$ cat src/rtl/core/assert_macros.svh
// Assertion macros shared by the SD card SPI host RTL.
// Needs nothing else; include by bare file name where assertions are written.
`ifndef ASSERT_MACROS_SVH
`define ASSERT_MACROS_SVH

// Check a property on every rising edge outside reset.
`define SDH_ASSERT(lbl, clk, rst, prop, msg) \
   lbl: assert property (@(posedge clk) disable iff (rst) (prop)) else $error(msg);

// Check that a condition never holds outside reset.
`define SDH_NEVER(lbl, clk, rst, cond, msg) \
   `SDH_ASSERT(lbl, clk, rst, !(cond), msg)

`endif

$ cat src/rtl/core/sdh_pkg.sv
// Types, constants and frame helpers for the SD card SPI host sequencer.
// No dependencies; the other .sv files in rtl/core use it by scoped names.
`default_nettype none

package sdh_pkg;

   localparam int BLOCK_BYTES = 512;
   localparam int CSD_LEN     = 16;
   localparam int IDX_W       = $clog2(BLOCK_BYTES + 1);
   localparam int CSD_IDX_W   = $clog2(CSD_LEN);
   localparam int ADDR_W      = 3;

   // item kinds
   localparam logic [1:0] KIND_START   = 2'd0;
   localparam logic [1:0] KIND_CARD    = 2'd1;
   localparam logic [1:0] KIND_PAYLOAD = 2'd2;

   // operations
   localparam logic [2:0] OP_INIT  = 3'd0;
   localparam logic [2:0] OP_READ  = 3'd1;
   localparam logic [2:0] OP_WRITE = 3'd2;
   localparam logic [2:0] OP_MULTI = 3'd3;
   localparam logic [2:0] OP_CAP   = 3'd4;

   // command codes
   localparam logic [7:0] CMD_GO_IDLE   = 8'd0;
   localparam logic [7:0] CMD_SEND_OP   = 8'd1;
   localparam logic [7:0] CMD_CRC_ON    = 8'd59;
   localparam logic [7:0] CMD_BLOCKLEN  = 8'd16;
   localparam logic [7:0] CMD_RD_SINGLE = 8'd17;
   localparam logic [7:0] CMD_WR_SINGLE = 8'd24;
   localparam logic [7:0] CMD_WR_MULTI  = 8'd25;
   localparam logic [7:0] CMD_SEND_CSD  = 8'd9;

   // link bytes and tokens
   localparam logic [7:0] BYTE_IDLE     = 8'hFF;
   localparam logic [7:0] CMD_PREFIX    = 8'h40;
   localparam logic [7:0] FRAME_CRC     = 8'h95;
   localparam logic [7:0] TOK_SINGLE    = 8'hFE;
   localparam logic [7:0] TOK_MULTI     = 8'hFC;
   localparam logic [7:0] TOK_STOP      = 8'hFD;
   localparam logic [7:0] DRESP_MASK    = 8'h1F;
   localparam logic [7:0] DRESP_OK      = 8'h05;
   localparam logic [7:0] R1_IDLE       = 8'h01;
   localparam logic [7:0] R1_READY      = 8'h00;
   localparam logic [7:0] BYTE_BUSY     = 8'h00;

   // CSR map
   localparam logic [ADDR_W-1:0] REG_WAIT_LIMIT = 3'd0;
   localparam logic [7:0]        WAIT_LIMIT_RST = 8'd100;

   typedef struct packed {
      logic [1:0]  kind;
      logic [2:0]  op;
      logic [22:0] sector;
      logic [7:0]  block_count;
      logic [7:0]  miso_byte;
      logic [7:0]  payload_byte;
   } req_type;

   typedef struct packed {
      logic        send_valid;
      logic [7:0]  mosi_byte;
      logic        need_payload;
      logic        read_valid;
      logic [7:0]  read_byte;
      logic        fast_clock;
      logic [31:0] capacity;
      logic        done_res;
   } rsp_type;

   typedef struct packed {
      logic                 en;
      logic [CSD_IDX_W-1:0] idx;
      logic [7:0]           data;
   } csd_wr_type;

   // init command for each init stage
   function automatic logic [7:0] init_cmd(input logic [1:0] stage);
      logic [7:0] c;
      case (stage)
         2'd0:    c = CMD_GO_IDLE;
         2'd1:    c = CMD_SEND_OP;
         2'd2:    c = CMD_CRC_ON;
         default: c = CMD_BLOCKLEN;
      endcase
      return c;
   endfunction

endpackage

`default_nettype wire

$ cat src/rtl/core/sdh_csd.sv
// CSD register store and capacity decode for the SD card SPI host.
// Depends on sdh_pkg.
`default_nettype none

module sdh_csd (
   input  wire logic               clock,
   input  wire sdh_pkg::csd_wr_type wr,
   output logic [31:0]             capacity
);

   logic [7:0]  csd_ff [sdh_pkg::CSD_LEN];
   logic [11:0] c_size;
   logic [12:0] c_size_p1;
   logic [2:0]  mult;
   logic [3:0]  bl_len;
   logic [4:0]  shamt;

   // store CSD bytes as they arrive
   always_ff @(posedge clock) begin
      if (wr.en) begin
         csd_ff[wr.idx] <= wr.data;
      end
   end

   // decode CSD v1 size fields, wrap at 32 bits
   always_comb begin
      c_size    = {csd_ff[6][1:0], csd_ff[7], csd_ff[8][7:6]};
      c_size_p1 = {1'b0, c_size} + 13'd1;
      mult      = {csd_ff[9][1:0], csd_ff[10][7]};
      bl_len    = csd_ff[5][3:0];
      shamt     = 5'(mult) + 5'd2 + 5'(bl_len);
      capacity  = {19'b0, c_size_p1} << shamt;
   end

endmodule

`default_nettype wire

$ cat src/rtl/core/sdh_core.sv
// Command and data sequencer for the SD card SPI host: one item per firing.
// Depends on sdh_pkg; the CSD store lives in sdh_csd.
`default_nettype none

module sdh_core (
   input  wire logic                clock,
   input  wire logic                reset,
   input  wire logic                fire,
   input  wire sdh_pkg::req_type    item,
   input  wire logic [7:0]          wait_limit,
   input  wire logic [31:0]         capacity,
   output logic                     has_res,
   output sdh_pkg::rsp_type         res,
   output sdh_pkg::csd_wr_type      csd_wr
);

   typedef enum logic [3:0] {
      PH_IDLE, PH_CMD, PH_POLL, PH_GAP, PH_WTOKEN, PH_WPAYREQ, PH_WPAYSENT,
      PH_DRESP, PH_BUSY, PH_STOP, PH_STOPBUSY, PH_TOKWAIT, PH_RDATA, PH_TRAIL
   } phase_type;

   localparam int IW = sdh_pkg::IDX_W;

   phase_type         phase_ff, phase_in;
   logic [2:0]        op_ff, op_in;
   logic [1:0]        stage_ff, stage_in;
   logic [22:0]       sector_ff, sector_in;
   logic [IW-1:0]     idx_ff, idx_in;
   logic [7:0]        poll_ff, poll_in;
   logic [8:0]        blocks_ff, blocks_in;
   logic              fast_ff, fast_in;

   logic [IW-1:0]     idx_inc;
   logic [7:0]        poll_inc;
   logic [7:0]        lim;
   logic [8:0]        blocks_dec;
   logic [7:0]        code;
   logic [31:0]       arg;
   logic [7:0]        r;
   logic              r1_ok;
   logic [7:0]        frame_next;

   // command code and argument of the current frame
   always_comb begin
      unique case (op_ff)
         sdh_pkg::OP_INIT:  code = sdh_pkg::init_cmd(stage_ff);
         sdh_pkg::OP_READ:  code = sdh_pkg::CMD_RD_SINGLE;
         sdh_pkg::OP_WRITE: code = sdh_pkg::CMD_WR_SINGLE;
         sdh_pkg::OP_MULTI: code = sdh_pkg::CMD_WR_MULTI;
         default:           code = sdh_pkg::CMD_SEND_CSD;
      endcase
      if (op_ff == sdh_pkg::OP_INIT) begin
         arg = (stage_ff == 2'd3) ? 32'(sdh_pkg::BLOCK_BYTES) : 32'd0;
      end else if (op_ff == sdh_pkg::OP_READ || op_ff == sdh_pkg::OP_WRITE ||
                   op_ff == sdh_pkg::OP_MULTI) begin
         arg = 32'(sector_ff) * 32'(sdh_pkg::BLOCK_BYTES);
      end else begin
         arg = 32'd0;
      end
      idx_inc = idx_ff + IW'(1);
      case (idx_inc)
         IW'(1):  frame_next = code | sdh_pkg::CMD_PREFIX;
         IW'(2):  frame_next = arg[31:24];
         IW'(3):  frame_next = arg[23:16];
         IW'(4):  frame_next = arg[15:8];
         IW'(5):  frame_next = arg[7:0];
         default: frame_next = sdh_pkg::FRAME_CRC;
      endcase
   end

   // one sequencing step for the held item
   always_comb begin
      r          = item.miso_byte;
      poll_inc   = poll_ff + 8'd1;
      lim        = (wait_limit == 8'd0) ? 8'd1 : wait_limit;
      blocks_dec = (blocks_ff != 9'd0) ? blocks_ff - 9'd1 : 9'd0;
      r1_ok      = (op_ff == sdh_pkg::OP_INIT && stage_ff == 2'd0) ?
                   (r == sdh_pkg::R1_IDLE) : (r == sdh_pkg::R1_READY);

      phase_in  = phase_ff;
      op_in     = op_ff;
      stage_in  = stage_ff;
      sector_in = sector_ff;
      idx_in    = idx_ff;
      poll_in   = poll_ff;
      blocks_in = blocks_ff;
      fast_in   = fast_ff;
      has_res   = 1'b0;
      res       = '0;
      csd_wr    = '0;
      csd_wr.idx  = idx_ff[sdh_pkg::CSD_IDX_W-1:0];
      csd_wr.data = r;

      unique case (item.kind)
         sdh_pkg::KIND_START: begin
            if (phase_ff == PH_IDLE && item.op <= sdh_pkg::OP_CAP) begin
               op_in     = item.op;
               sector_in = item.sector;
               blocks_in = (item.block_count == 8'd0) ? 9'd256 : 9'(item.block_count);
               if (item.op == sdh_pkg::OP_INIT) begin
                  stage_in = 2'd0;
                  fast_in  = 1'b0;
               end
               phase_in       = PH_CMD;
               idx_in         = '0;
               res.send_valid = 1'b1;
               res.mosi_byte  = sdh_pkg::BYTE_IDLE;
               has_res        = 1'b1;
            end
         end
         sdh_pkg::KIND_PAYLOAD: begin
            if (phase_ff == PH_WPAYREQ) begin
               phase_in       = PH_WPAYSENT;
               res.send_valid = 1'b1;
               res.mosi_byte  = item.payload_byte;
               has_res        = 1'b1;
            end
         end
         sdh_pkg::KIND_CARD: begin
            has_res = 1'b1;
            unique case (phase_ff)
               PH_CMD: begin
                  res.send_valid = 1'b1;
                  if (idx_ff < IW'(6)) begin
                     idx_in        = idx_inc;
                     res.mosi_byte = frame_next;
                  end else begin
                     phase_in      = PH_POLL;
                     poll_in       = 8'd0;
                     res.mosi_byte = sdh_pkg::BYTE_IDLE;
                  end
               end
               PH_POLL: begin
                  poll_in = poll_inc;
                  res.send_valid = 1'b1;
                  res.mosi_byte  = sdh_pkg::BYTE_IDLE;
                  if (r == sdh_pkg::BYTE_IDLE && poll_inc < lim) begin
                     // keep polling
                  end else if (!r1_ok) begin
                     phase_in = PH_CMD;
                     idx_in   = '0;
                  end else if (op_ff == sdh_pkg::OP_INIT) begin
                     if (stage_ff == 2'd1) begin
                        fast_in = 1'b1;
                     end
                     if (stage_ff != 2'd3) begin
                        stage_in = stage_ff + 2'd1;
                        phase_in = PH_CMD;
                        idx_in   = '0;
                     end else begin
                        phase_in       = PH_IDLE;
                        res.send_valid = 1'b0;
                        res.mosi_byte  = 8'd0;
                        res.done_res   = 1'b1;
                     end
                  end else if (op_ff == sdh_pkg::OP_READ || op_ff == sdh_pkg::OP_CAP) begin
                     phase_in = PH_TOKWAIT;
                  end else begin
                     phase_in = PH_GAP;
                     idx_in   = '0;
                  end
               end
               PH_GAP: begin
                  idx_in = idx_inc;
                  res.send_valid = 1'b1;
                  if (idx_inc < IW'(3)) begin
                     res.mosi_byte = sdh_pkg::BYTE_IDLE;
                  end else begin
                     phase_in      = PH_WTOKEN;
                     res.mosi_byte = (op_ff == sdh_pkg::OP_WRITE) ?
                                     sdh_pkg::TOK_SINGLE : sdh_pkg::TOK_MULTI;
                  end
               end
               PH_WTOKEN: begin
                  phase_in         = PH_WPAYREQ;
                  idx_in           = '0;
                  res.need_payload = 1'b1;
               end
               PH_WPAYSENT: begin
                  idx_in = idx_inc;
                  if (idx_inc < IW'(sdh_pkg::BLOCK_BYTES)) begin
                     phase_in         = PH_WPAYREQ;
                     res.need_payload = 1'b1;
                  end else begin
                     phase_in       = PH_DRESP;
                     res.send_valid = 1'b1;
                     res.mosi_byte  = sdh_pkg::BYTE_IDLE;
                  end
               end
               PH_DRESP: begin
                  if ((r & sdh_pkg::DRESP_MASK) == sdh_pkg::DRESP_OK) begin
                     phase_in = PH_BUSY;
                  end
                  res.send_valid = 1'b1;
                  res.mosi_byte  = sdh_pkg::BYTE_IDLE;
               end
               PH_BUSY: begin
                  if (r == sdh_pkg::BYTE_BUSY) begin
                     res.send_valid = 1'b1;
                     res.mosi_byte  = sdh_pkg::BYTE_IDLE;
                  end else if (op_ff == sdh_pkg::OP_WRITE) begin
                     phase_in     = PH_IDLE;
                     res.done_res = 1'b1;
                  end else begin
                     blocks_in      = blocks_dec;
                     res.send_valid = 1'b1;
                     if (blocks_dec != 9'd0) begin
                        phase_in      = PH_WTOKEN;
                        res.mosi_byte = sdh_pkg::TOK_MULTI;
                     end else begin
                        phase_in      = PH_STOP;
                        res.mosi_byte = sdh_pkg::TOK_STOP;
                     end
                  end
               end
               PH_STOP: begin
                  phase_in       = PH_STOPBUSY;
                  res.send_valid = 1'b1;
                  res.mosi_byte  = sdh_pkg::BYTE_IDLE;
               end
               PH_STOPBUSY: begin
                  if (r == sdh_pkg::BYTE_BUSY) begin
                     res.send_valid = 1'b1;
                     res.mosi_byte  = sdh_pkg::BYTE_IDLE;
                  end else begin
                     phase_in     = PH_IDLE;
                     res.done_res = 1'b1;
                  end
               end
               PH_TOKWAIT: begin
                  if (r == sdh_pkg::TOK_SINGLE) begin
                     phase_in = PH_RDATA;
                     idx_in   = '0;
                  end
                  res.send_valid = 1'b1;
                  res.mosi_byte  = sdh_pkg::BYTE_IDLE;
               end
               PH_RDATA: begin
                  res.send_valid = 1'b1;
                  res.mosi_byte  = sdh_pkg::BYTE_IDLE;
                  idx_in         = idx_inc;
                  if (op_ff == sdh_pkg::OP_READ) begin
                     res.read_valid = 1'b1;
                     res.read_byte  = r;
                     if (idx_inc >= IW'(sdh_pkg::BLOCK_BYTES)) begin
                        phase_in = PH_TRAIL;
                        idx_in   = '0;
                     end
                  end else begin
                     csd_wr.en = (idx_ff < IW'(sdh_pkg::CSD_LEN));
                     if (idx_inc >= IW'(sdh_pkg::CSD_LEN)) begin
                        phase_in = PH_TRAIL;
                        idx_in   = '0;
                     end
                  end
               end
               PH_TRAIL: begin
                  idx_in = idx_inc;
                  if (idx_inc < ((op_ff == sdh_pkg::OP_READ) ? IW'(3) : IW'(10))) begin
                     res.send_valid = 1'b1;
                     res.mosi_byte  = sdh_pkg::BYTE_IDLE;
                  end else begin
                     phase_in     = PH_IDLE;
                     res.done_res = 1'b1;
                     if (op_ff == sdh_pkg::OP_CAP) begin
                        res.capacity = capacity;
                     end
                  end
               end
               default: begin
                  has_res = 1'b0;
               end
            endcase
         end
         default: begin
            has_res = 1'b0;
         end
      endcase

      // drop every update when no item fires
      if (!fire) begin
         has_res   = 1'b0;
         csd_wr.en = 1'b0;
      end
      res.fast_clock = fast_in;
   end

   // hold sequencer state
   always_ff @(posedge clock) begin
      if (reset) begin
         phase_ff  <= PH_IDLE;
         op_ff     <= '0;
         stage_ff  <= '0;
         sector_ff <= '0;
         idx_ff    <= '0;
         poll_ff   <= '0;
         blocks_ff <= '0;
         fast_ff   <= 1'b0;
      end else if (fire) begin
         phase_ff  <= phase_in;
         op_ff     <= op_in;
         stage_ff  <= stage_in;
         sector_ff <= sector_in;
         idx_ff    <= idx_in;
         poll_ff   <= poll_in;
         blocks_ff <= blocks_in;
         fast_ff   <= fast_in;
      end
   end

endmodule

`default_nettype wire

$ cat src/rtl/core/sd_card_spi_host_sequencer.sv
// Top level of the SD card SPI-mode host sequencer: item register, result
// register and CSR port. Depends on sdh_pkg, sdh_core, sdh_csd, assert_macros.svh.
//
//   channel | ports      | beat
//   --------+------------+--------------------------------------------
//   request | req_*      | one item: start, card byte or payload byte
//   result  | rsp_*      | one result for an item that causes one
//   csr     | csr_*      | APB write/read of response_wait_limit
//
// An item is taken into the item register and sequenced when the output is free;
// its result then loads into the result register, which drives rsp_valid.
// One item per cycle is sustained while no result is stalled; the sequencer
// state update sets the loop.
// reset is synchronous and clears all control state; the CSD store has none.
// A stalled result holds in place and stalls the item register behind it.
`default_nettype none
`include "assert_macros.svh"

module sd_card_spi_host_sequencer (
   input  wire logic                        clock,
   input  wire logic                        reset,
   input  wire logic                        req_valid,
   output logic                             req_stall,
   input  wire sdh_pkg::req_type            req_data,
   output logic                             rsp_valid,
   input  wire logic                        rsp_stall,
   output sdh_pkg::rsp_type                 rsp_data,
   input  wire logic                        csr_psel,
   input  wire logic                        csr_penable,
   input  wire logic                        csr_pwrite,
   input  wire logic [sdh_pkg::ADDR_W-1:0]  csr_paddr,
   input  wire logic [31:0]                 csr_pwdata,
   output logic [31:0]                      csr_prdata,
   output logic                             csr_pready
);

   sdh_pkg::req_type    item_ff;
   logic                item_vld_ff, item_vld_in;
   sdh_pkg::rsp_type    rsp_ff;
   logic                rsp_vld_ff;
   logic [7:0]          limit_ff;
   logic                out_free;
   logic                fire;
   logic                has_res;
   sdh_pkg::rsp_type    res;
   sdh_pkg::csd_wr_type csd_wr;
   logic [31:0]         capacity;

   // handshake glue
   assign out_free  = !rsp_vld_ff || !rsp_stall;
   assign fire      = item_vld_ff && out_free;
   assign req_stall = item_vld_ff && !out_free;
   assign item_vld_in = (req_valid && !req_stall) ? 1'b1 : (fire ? 1'b0 : item_vld_ff);

   // CSR access
   assign csr_pready = 1'b1;
   assign csr_prdata = (csr_paddr == sdh_pkg::REG_WAIT_LIMIT) ? {24'b0, limit_ff} : 32'd0;

   always_ff @(posedge clock) begin
      if (reset) begin
         limit_ff <= sdh_pkg::WAIT_LIMIT_RST;
      end else if (csr_psel && csr_penable && csr_pwrite && csr_pready &&
                   csr_paddr == sdh_pkg::REG_WAIT_LIMIT) begin
         limit_ff <= csr_pwdata[7:0];
      end
   end

   // item register
   always_ff @(posedge clock) begin
      if (reset) begin
         item_vld_ff <= 1'b0;
      end else begin
         item_vld_ff <= item_vld_in;
      end
      if (req_valid && !req_stall) begin
         item_ff <= req_data;
      end
   end

   sdh_core u_core (
      .clock      (clock),
      .reset      (reset),
      .fire       (fire),
      .item       (item_ff),
      .wait_limit (limit_ff),
      .capacity   (capacity),
      .has_res    (has_res),
      .res        (res),
      .csd_wr     (csd_wr)
   );

   sdh_csd u_csd (
      .clock    (clock),
      .wr       (csd_wr),
      .capacity (capacity)
   );

   // result register
   always_ff @(posedge clock) begin
      if (reset) begin
         rsp_vld_ff <= 1'b0;
      end else if (out_free) begin
         rsp_vld_ff <= fire && has_res;
      end
      if (out_free && fire && has_res) begin
         rsp_ff <= res;
      end
   end

   assign rsp_valid = rsp_vld_ff;
   assign rsp_data  = rsp_ff;

   `SDH_NEVER(a_done_no_send, clock, reset, rsp_vld_ff && rsp_ff.done_res && rsp_ff.send_valid, "done result also asks for an exchange")
   `SDH_NEVER(a_cap_only_done, clock, reset, rsp_vld_ff && !rsp_ff.done_res && rsp_ff.capacity != 32'd0, "capacity shown off the done result")
   `SDH_NEVER(a_stall_needs_item, clock, reset, req_stall && !item_vld_ff, "input stalled with empty item register")
   `SDH_ASSERT(a_stall_holds_result, clock, reset, (rsp_vld_ff && rsp_stall) |=> (rsp_vld_ff && $stable(rsp_ff)), "stalled result lost")

endmodule

`default_nettype wire

$ cat config.mk
export PLATFORM = sky130hd
export DESIGN_NAME = sd_card_spi_host_sequencer
export DESIGN_NICKNAME = d
export VERILOG_FILES = /design/src/rtl/core/sdh_pkg.sv /design/src/rtl/core/sdh_csd.sv /design/src/rtl/core/sdh_core.sv /design/src/rtl/core/sd_card_spi_host_sequencer.sv
export VERILOG_INCLUDE_DIRS = /design/src /design/src/rtl/core
export SDC_FILE = /design/constraint.sdc
export NUM_CORES = 1
export LEC_CHECK = 0
export ABC_AREA = 1
export BUFFER_PORTS_ARGS = -buffer_cell sky130_fd_sc_hd__buf_2
export CAP_MARGIN = 20
export CORE_MARGIN = 2
export CORE_UTILIZATION = 30
export DETAILED_ROUTE_END_ITERATION = 8
export SYNTH_ARGS = -nofsm -noshare
export SYNTH_HDL_FRONTEND = slang
export SYNTH_HIERARCHICAL = 1
export SYNTH_SLANG_ARGS = --single-unit
$ cat constraint.sdc
create_clock -name clock -period 5.7 [get_ports clock]
set_input_delay 0.285 -clock clock [delete_from_list [all_inputs] [get_ports clock]]
set_output_delay 0.285 -clock clock [all_outputs]
set_load 0.02 [all_outputs]
# Word-level counts from Yosys, hierarchy flattened

Memories as Yosys holds them, arrays and structs flattened.
Cells that the tools add are included.

Shift-type cells: 1
Divide/modulo/power cells: 0
Reductions and logical operators: 47
Eq/ne operators: 59
Bitwise logic cells: 3
Muxes and demuxes: 112
Magnitude comparators: 9
Multiply operators: 0
Add/sub/neg operators: 7

Operators by type and width:

| operator              | number |
|---|---|
| $mux W9               | 18 |
| $mux W10              | 12 |
| $mux W4               | 19 |
| $pmux W9 S8           | 1 |
| $mux W32              | 2 |
| $pmux W10 S6          | 1 |
| $pmux W4 S12          | 1 |
| $mux W8               | 5 |
| $pmux W8 S5           | 1 |
| $shl A13 B5 Y32       | 1 |
| $mux W1               | 31 |
| $pmux W9 S3           | 1 |
| $eq A4 B4 Y1 const B  | 6 |
| $logic_not A8 Y1      | 3 |
| $pmux W6 S4           | 1 |
| $eq A10 B2 Y1 const B | 2 |
| $eq A10 B3 Y1 const B | 2 |
| $pmux W10 S2          | 1 |
| $mux W2               | 9 |
| $ne A3 B3 Y1 const B  | 6 |
| $pmux W6 S3           | 1 |
| $pmux W9 S2           | 1 |
| $reduce_and A9 Y1     | 2 |
| $reduce_bool A9 Y1    | 2 |
| 59 further kinds      | 109 |

Latch bits: 0
Memory bits (read-only): 0
Bits in writable memories: 128
Memories: 1
Register bits: 175

Memories:

| memory       | words | width | rd ports | clocked after memory_dff | write ports | RTL line      | text |
|---|---|---|---|---|---|---|---|
| u_csd.csd_ff | 16    | 8     | 6        | 0                        | 1           | sdh_csd.sv:11 | `logic [7:0] csd_ff [sdh_pkg::CSD_LEN];` |

# Depth between registers and ports, before layout

Word-level depth: 9
Depth in mapped cells: 17
Mapped depth without buffers: 17

# Modules after synthesis

The synthesis kept the hierarchy.

Modules (own cells, without submodules):

| module                     | area an instance (um2) | times used | cells each | seq. area each (um2) |
|---|---|---|---|---|
| sdh_core                   | 5395.2                 | 1          | 910        | 1201.2 |
| sd_card_spi_host_sequencer | 3881.2                 | 1          | 216        | 3353.2 |
| sdh_csd                    | 1994.4                 | 1          | 316        | 570.5 |

# Least setup slack after synthesis

Ideal clock, no wire load.

Path type: register -> register
Start: reg item_ff[51] (netlist bit)
End: reg rsp_ff (netlist bit rsp_data[0]) (enable)
Clock period less this slack: 4.169 ns
Data arrival time: 3.705 ns
Setup time: 0.464 ns
Data required time: 5.236 ns
Stages on the path, launching flop included: 10
Buffers on the path: 1
Setup slack: 1.531 ns
Cell sequence: edfxtp_1 inv_1 ha_1 clkinv_1 clkbuf_1 a21oi_1 nor3_1 nor3_1 inv_1 nor2_1

Cells in the longest elaborated chain, start to end: 4
Elaborated cells between the ends (all ways): 6

Ends and longest elaborated chain:

| item                                       | RTL line                          | text |
|---|---|---|
| start: declaration                         | sd_card_spi_host_sequencer.sv:37  | `sdh_pkg::req_type item_ff;` |
| start signal: assignment                   | sd_card_spi_host_sequencer.sv:76  | `item_ff <= req_data;` |
| $eq A2 B1 Y1, or another cell as far along | sdh_core.sv:94                    | `unique case (item.kind)` |
| $pmux W1 S3 *                              | sdh_core.sv:94                    |  |
| $mux W1 *                                  | sdh_core.sv:281                   | `if (!fire) begin` |
| via has_res                                | sd_card_spi_host_sequencer.sv:44  | `logic has_res;` |
| $logic_and A1 B1 Y1 *                      | sd_card_spi_host_sequencer.sv:105 | `if (out_free && fire && has_res) begin` |
| end signal: assignment                     | sd_card_spi_host_sequencer.sv:106 | `rsp_ff <= res;` |
| end: declaration                           | sd_card_spi_host_sequencer.sv:39  | `sdh_pkg::rsp_type rsp_ff;` |

The timed path passes the listed nets; every way through them passes the cells marked *.
A chain may end at the register's enable or synchronous reset.

# Final worst setup path

Start: reg item_ff[51] (netlist bit)
End: reg rsp_ff (netlist bit rsp_data[5]) (enable)

The elaborated chain is that of the path after synthesis.

==> results_dict.tcl <==
set metrics [dict create \
    ys.flop_type "edfxtp_1" \
    stdcell_area_um2 13330 \
    nets 1720 \
    ir_drop_mv 0.2462 \
    dr.pass1.iters 6 \
    hold_viol 0 \
    cp_common_cell "buf_4" \
    gr-usage-all-layers_pct 15.05 \
    vias 9829 \
    yosys.area.top_type "edfxtp_1" \
    clkLatencyLatePin_ps 460 \
    die_w_um 197.8 \
    period_needed_ps 3537 \
    io_pins 182 \
    tns_ps 0 \
    synth_common_cells "nand2_1 (323), nor2_1 (221), inv_1 (152)" \
    die-area_um2 39140 \
    routabilityCongestion 0.8989 \
    path_class "flip-flop to flip-flop" \
    netlist-cell-type-count 51 \
    finalSetupViolCount 0 \
    status "finished, final reports clean" \
    synth_edf_count 124 \
    cp-start-kind "flip-flop" \
    rsz0062_at_grt "false" \
    synth_seq_cells 194 \
    cts_root_buf "clkbuf_16" \
    fin_util_pct 36.24 \
    yosys_warnings 6 \
    coreArea_um2 36790 \
    crit_path_cell_trace "inv_1 > ha_1 > buf_4 > clkinv_1 > buf_4 > a21oi_1 > nor3_1 > nor3_1 > inv_1 > nor2_4 > buf_4" \
    hold_path_class "input pin to flip-flop" \
    dr.max_layer_used "met4" \
    cts_tree "built" \
    place_ws_ps 2138 \
    crit_family "buffers and inverters" \
    drv_slew 0 \
    critPathSlowestCell "nor2_4" \
    syn_inst 1442 \
    ant_nets 0 \
    placed_cell_area_um2 12190 \
    fillers 3789 \
    p_leak_nw 5.580 \
    max_slew_margin_pct 39.20 \
    die_h_um 197.8 \
    synth_area_leaders "edfxtp_1 (33%), dfxtp_1 (12%), nand2_1 (11%)" \
    yosys.cell_count.top_type "nand2_1" \
    maxCapViolations 0 \
    ff_latch_area_um2 5125 \
    seq_area_frac_synth_pct 45.47 \
    start_util_pct 30.64 \
    routedWlPerCell_um 13.95 \
    row_count 70 \
    cts_made_buffers 17 \
    grt_max_degree 53 \
    grt_pass1_wl_um 46580 \
    p_per_area_nw_per_um2 246.9 \
    htreeDepth 4 \
    arrival_ps 3670 \
    drt_iter0_markers 600 \
    cp.required_ps 5830 \
    vias_per_cell 4.735 \
    hold_buffers 47 \
    antenna_found_initial 0 \
    n_antenna_cell 0 \
    crit_path_end_kind "flip-flop" \
    worstMarginPinSlew_ps 909.8 \
    hpwlAfterDp_um 21780 \
    grt_pass1_vias 9259 \
    grt.overflow.total 0 \
    drive_gt1_share_pct 14.12 \
    synth.avg_cell_area_um2 7.816 \
    cts_resized 0 \
    m1WireLength_um 12720 \
    clock_skew_ps 12.20 \
    postCtsSetupBuffers 0 \
    met3_length_um 1152 \
    cts.sinks 194 \
    period_share_pct 62.06 \
    drc 0 \
    multiInputGateArea_um2 5155 \
    worst_slack_ps 2163 \
    netlist_area_um2 11270 \
    met2_length_um 14470 \
    yosysTopAreaCellShare_pct 33.04 \
    clockBufferDepth 2 \
    io_buffers 132 \
    synthToLayoutAreaGrowth_pct 18.27 \
    crit_path_max_incr_delay_ps 720 \
    wl_um 28950 \
    synthArstFlopShare_pct 0 \
    cts.clk_slew.worst_paths_ps 80 \
    crit_buf_inv 6 \
    timing.fmax_mhz 282.7 \
    crit_fanout 41 \
]
registers in the layout (all words and copies together), names as in the netlist:
| name | count |
|---|---|
| limit_ff | 8 |
| u_core/idx_ff | 10 |
| item_vld_ff | 1 |
| u_csd/csd_ff | 19 |
| rsp_valid | 1 |
| item_ff | 52 |
| u_core/sector_ff | 23 |
| rsp_data | 53 |
| u_core/blocks_ff | 9 |
| u_core/fast_ff | 1 |
| u_core/poll_ff | 8 |
| u_core/phase_ff | 4 |
| u_core/op_ff | 3 |
| u_core/stage_ff | 2 |
final timing paths:
kind	start	endpoint	slack (ps)	depth (start not counted)
worst max-delay path	item_ff[51]$_DFFE_PP_	rsp_data[5]$_DFFE_PP_	2160	11
worst min-delay path	req_data[15]	item_ff[15]$_DFFE_PP_	30	1
worst max register to register	item_ff[51]$_DFFE_PP_	rsp_data[5]$_DFFE_PP_	2160	11
worst min register to register	u_core/sector_ff[15]$_SDFFE_PP0P_	u_core/sector_ff[15]$_SDFFE_PP0P_	460	2
cell usage in the layout, fill, tap and decap left out, types with 4 or more instances in the layout:
cell type,n
a21oi_1,50
a221oi_1,7
a31oi_1,4
buf_2,132
buf_4,8
clkbuf_16,17
clkinv_1,5
clkinv_8,5
conb_1,25
dfxtp_1,70
dlygate4sd3_1,49
edfxtp_1,124
ha_1,30
inv_1,151
inv_2,6
nand2_1,323
nand2_2,11
nand3_1,133
nand3_2,4
nand4_1,27
nor2_1,220
nor2_2,6
nor2_4,12
nor3_1,22
nor3b_1,33
nor4_1,11
o211ai_1,6
o21ai_0,57
o21ai_1,5
o21bai_1,4
xor2_1,10
layer usage:
layer	vias to the layer above	global-route usage, %
met5	-	0
met3	36	2.793
met2	247	26.70
met4	0	4.929
li1	5014	-
met1	4532	18.33
through the flow:
| stage | power, mW | cells | hold WS (ps) |
|---|---|---|---|
| after detailed placement | 2.032 | 1994 | 453.7 |
| after CTS | 3.327 | 2073 | 0.5511 |
| after floorplan | 1.923 | 1465 | 354.1 |
| after global placement | 2.028 | 1994 | 446.0 |
| final | 3.292 | 2076 | 30.20 |
| after global routing | 3.448 | 2076 | 10.43 |
logic make-up after synthesis:
kind of cell	after synthesis	synth area share, %
buffers and inverters	241	9.625
and+or+nand+nor	814	32.75
AOI/OAI and AO/OA	148	7.649
other	2	0.06663
adders and majority gates	31	3.508
xor gates and xnor gates	12	0.9325
DFF	194	45.47
final cells by class:
type	instances	area share [%]
multi-input cells	1030	38.67
flip-flops and latches	194	38.45
repair buffers	190	9.236
clock inverters	15	1.502
clock buffers	17	3.191
inverters	162	4.562
well taps	468	4.393
worst register-to-register path: stages, from the launching register on:
cell,delay [ps]
edfxtp_1,420
inv_1,100
ha_1,140
buf_4,410
clkinv_1,150
buf_4,250
a21oi_1,180
nor3_1,60
nor3_1,200
inv_1,120
nor2_4,720
buf_4,470
power by group:
part | total, mW | switching [mW] | internal [mW] | leakage, nW
registers | 1.58 | 0.0376 | 1.54 | 1.68
logic | 0.446 | 0.296 | 0.150 | 3.60
clock network | 1.26 | 0.655 | 0.608 | 0.302
No activity file was read; power rests on OpenSTA's default activity.
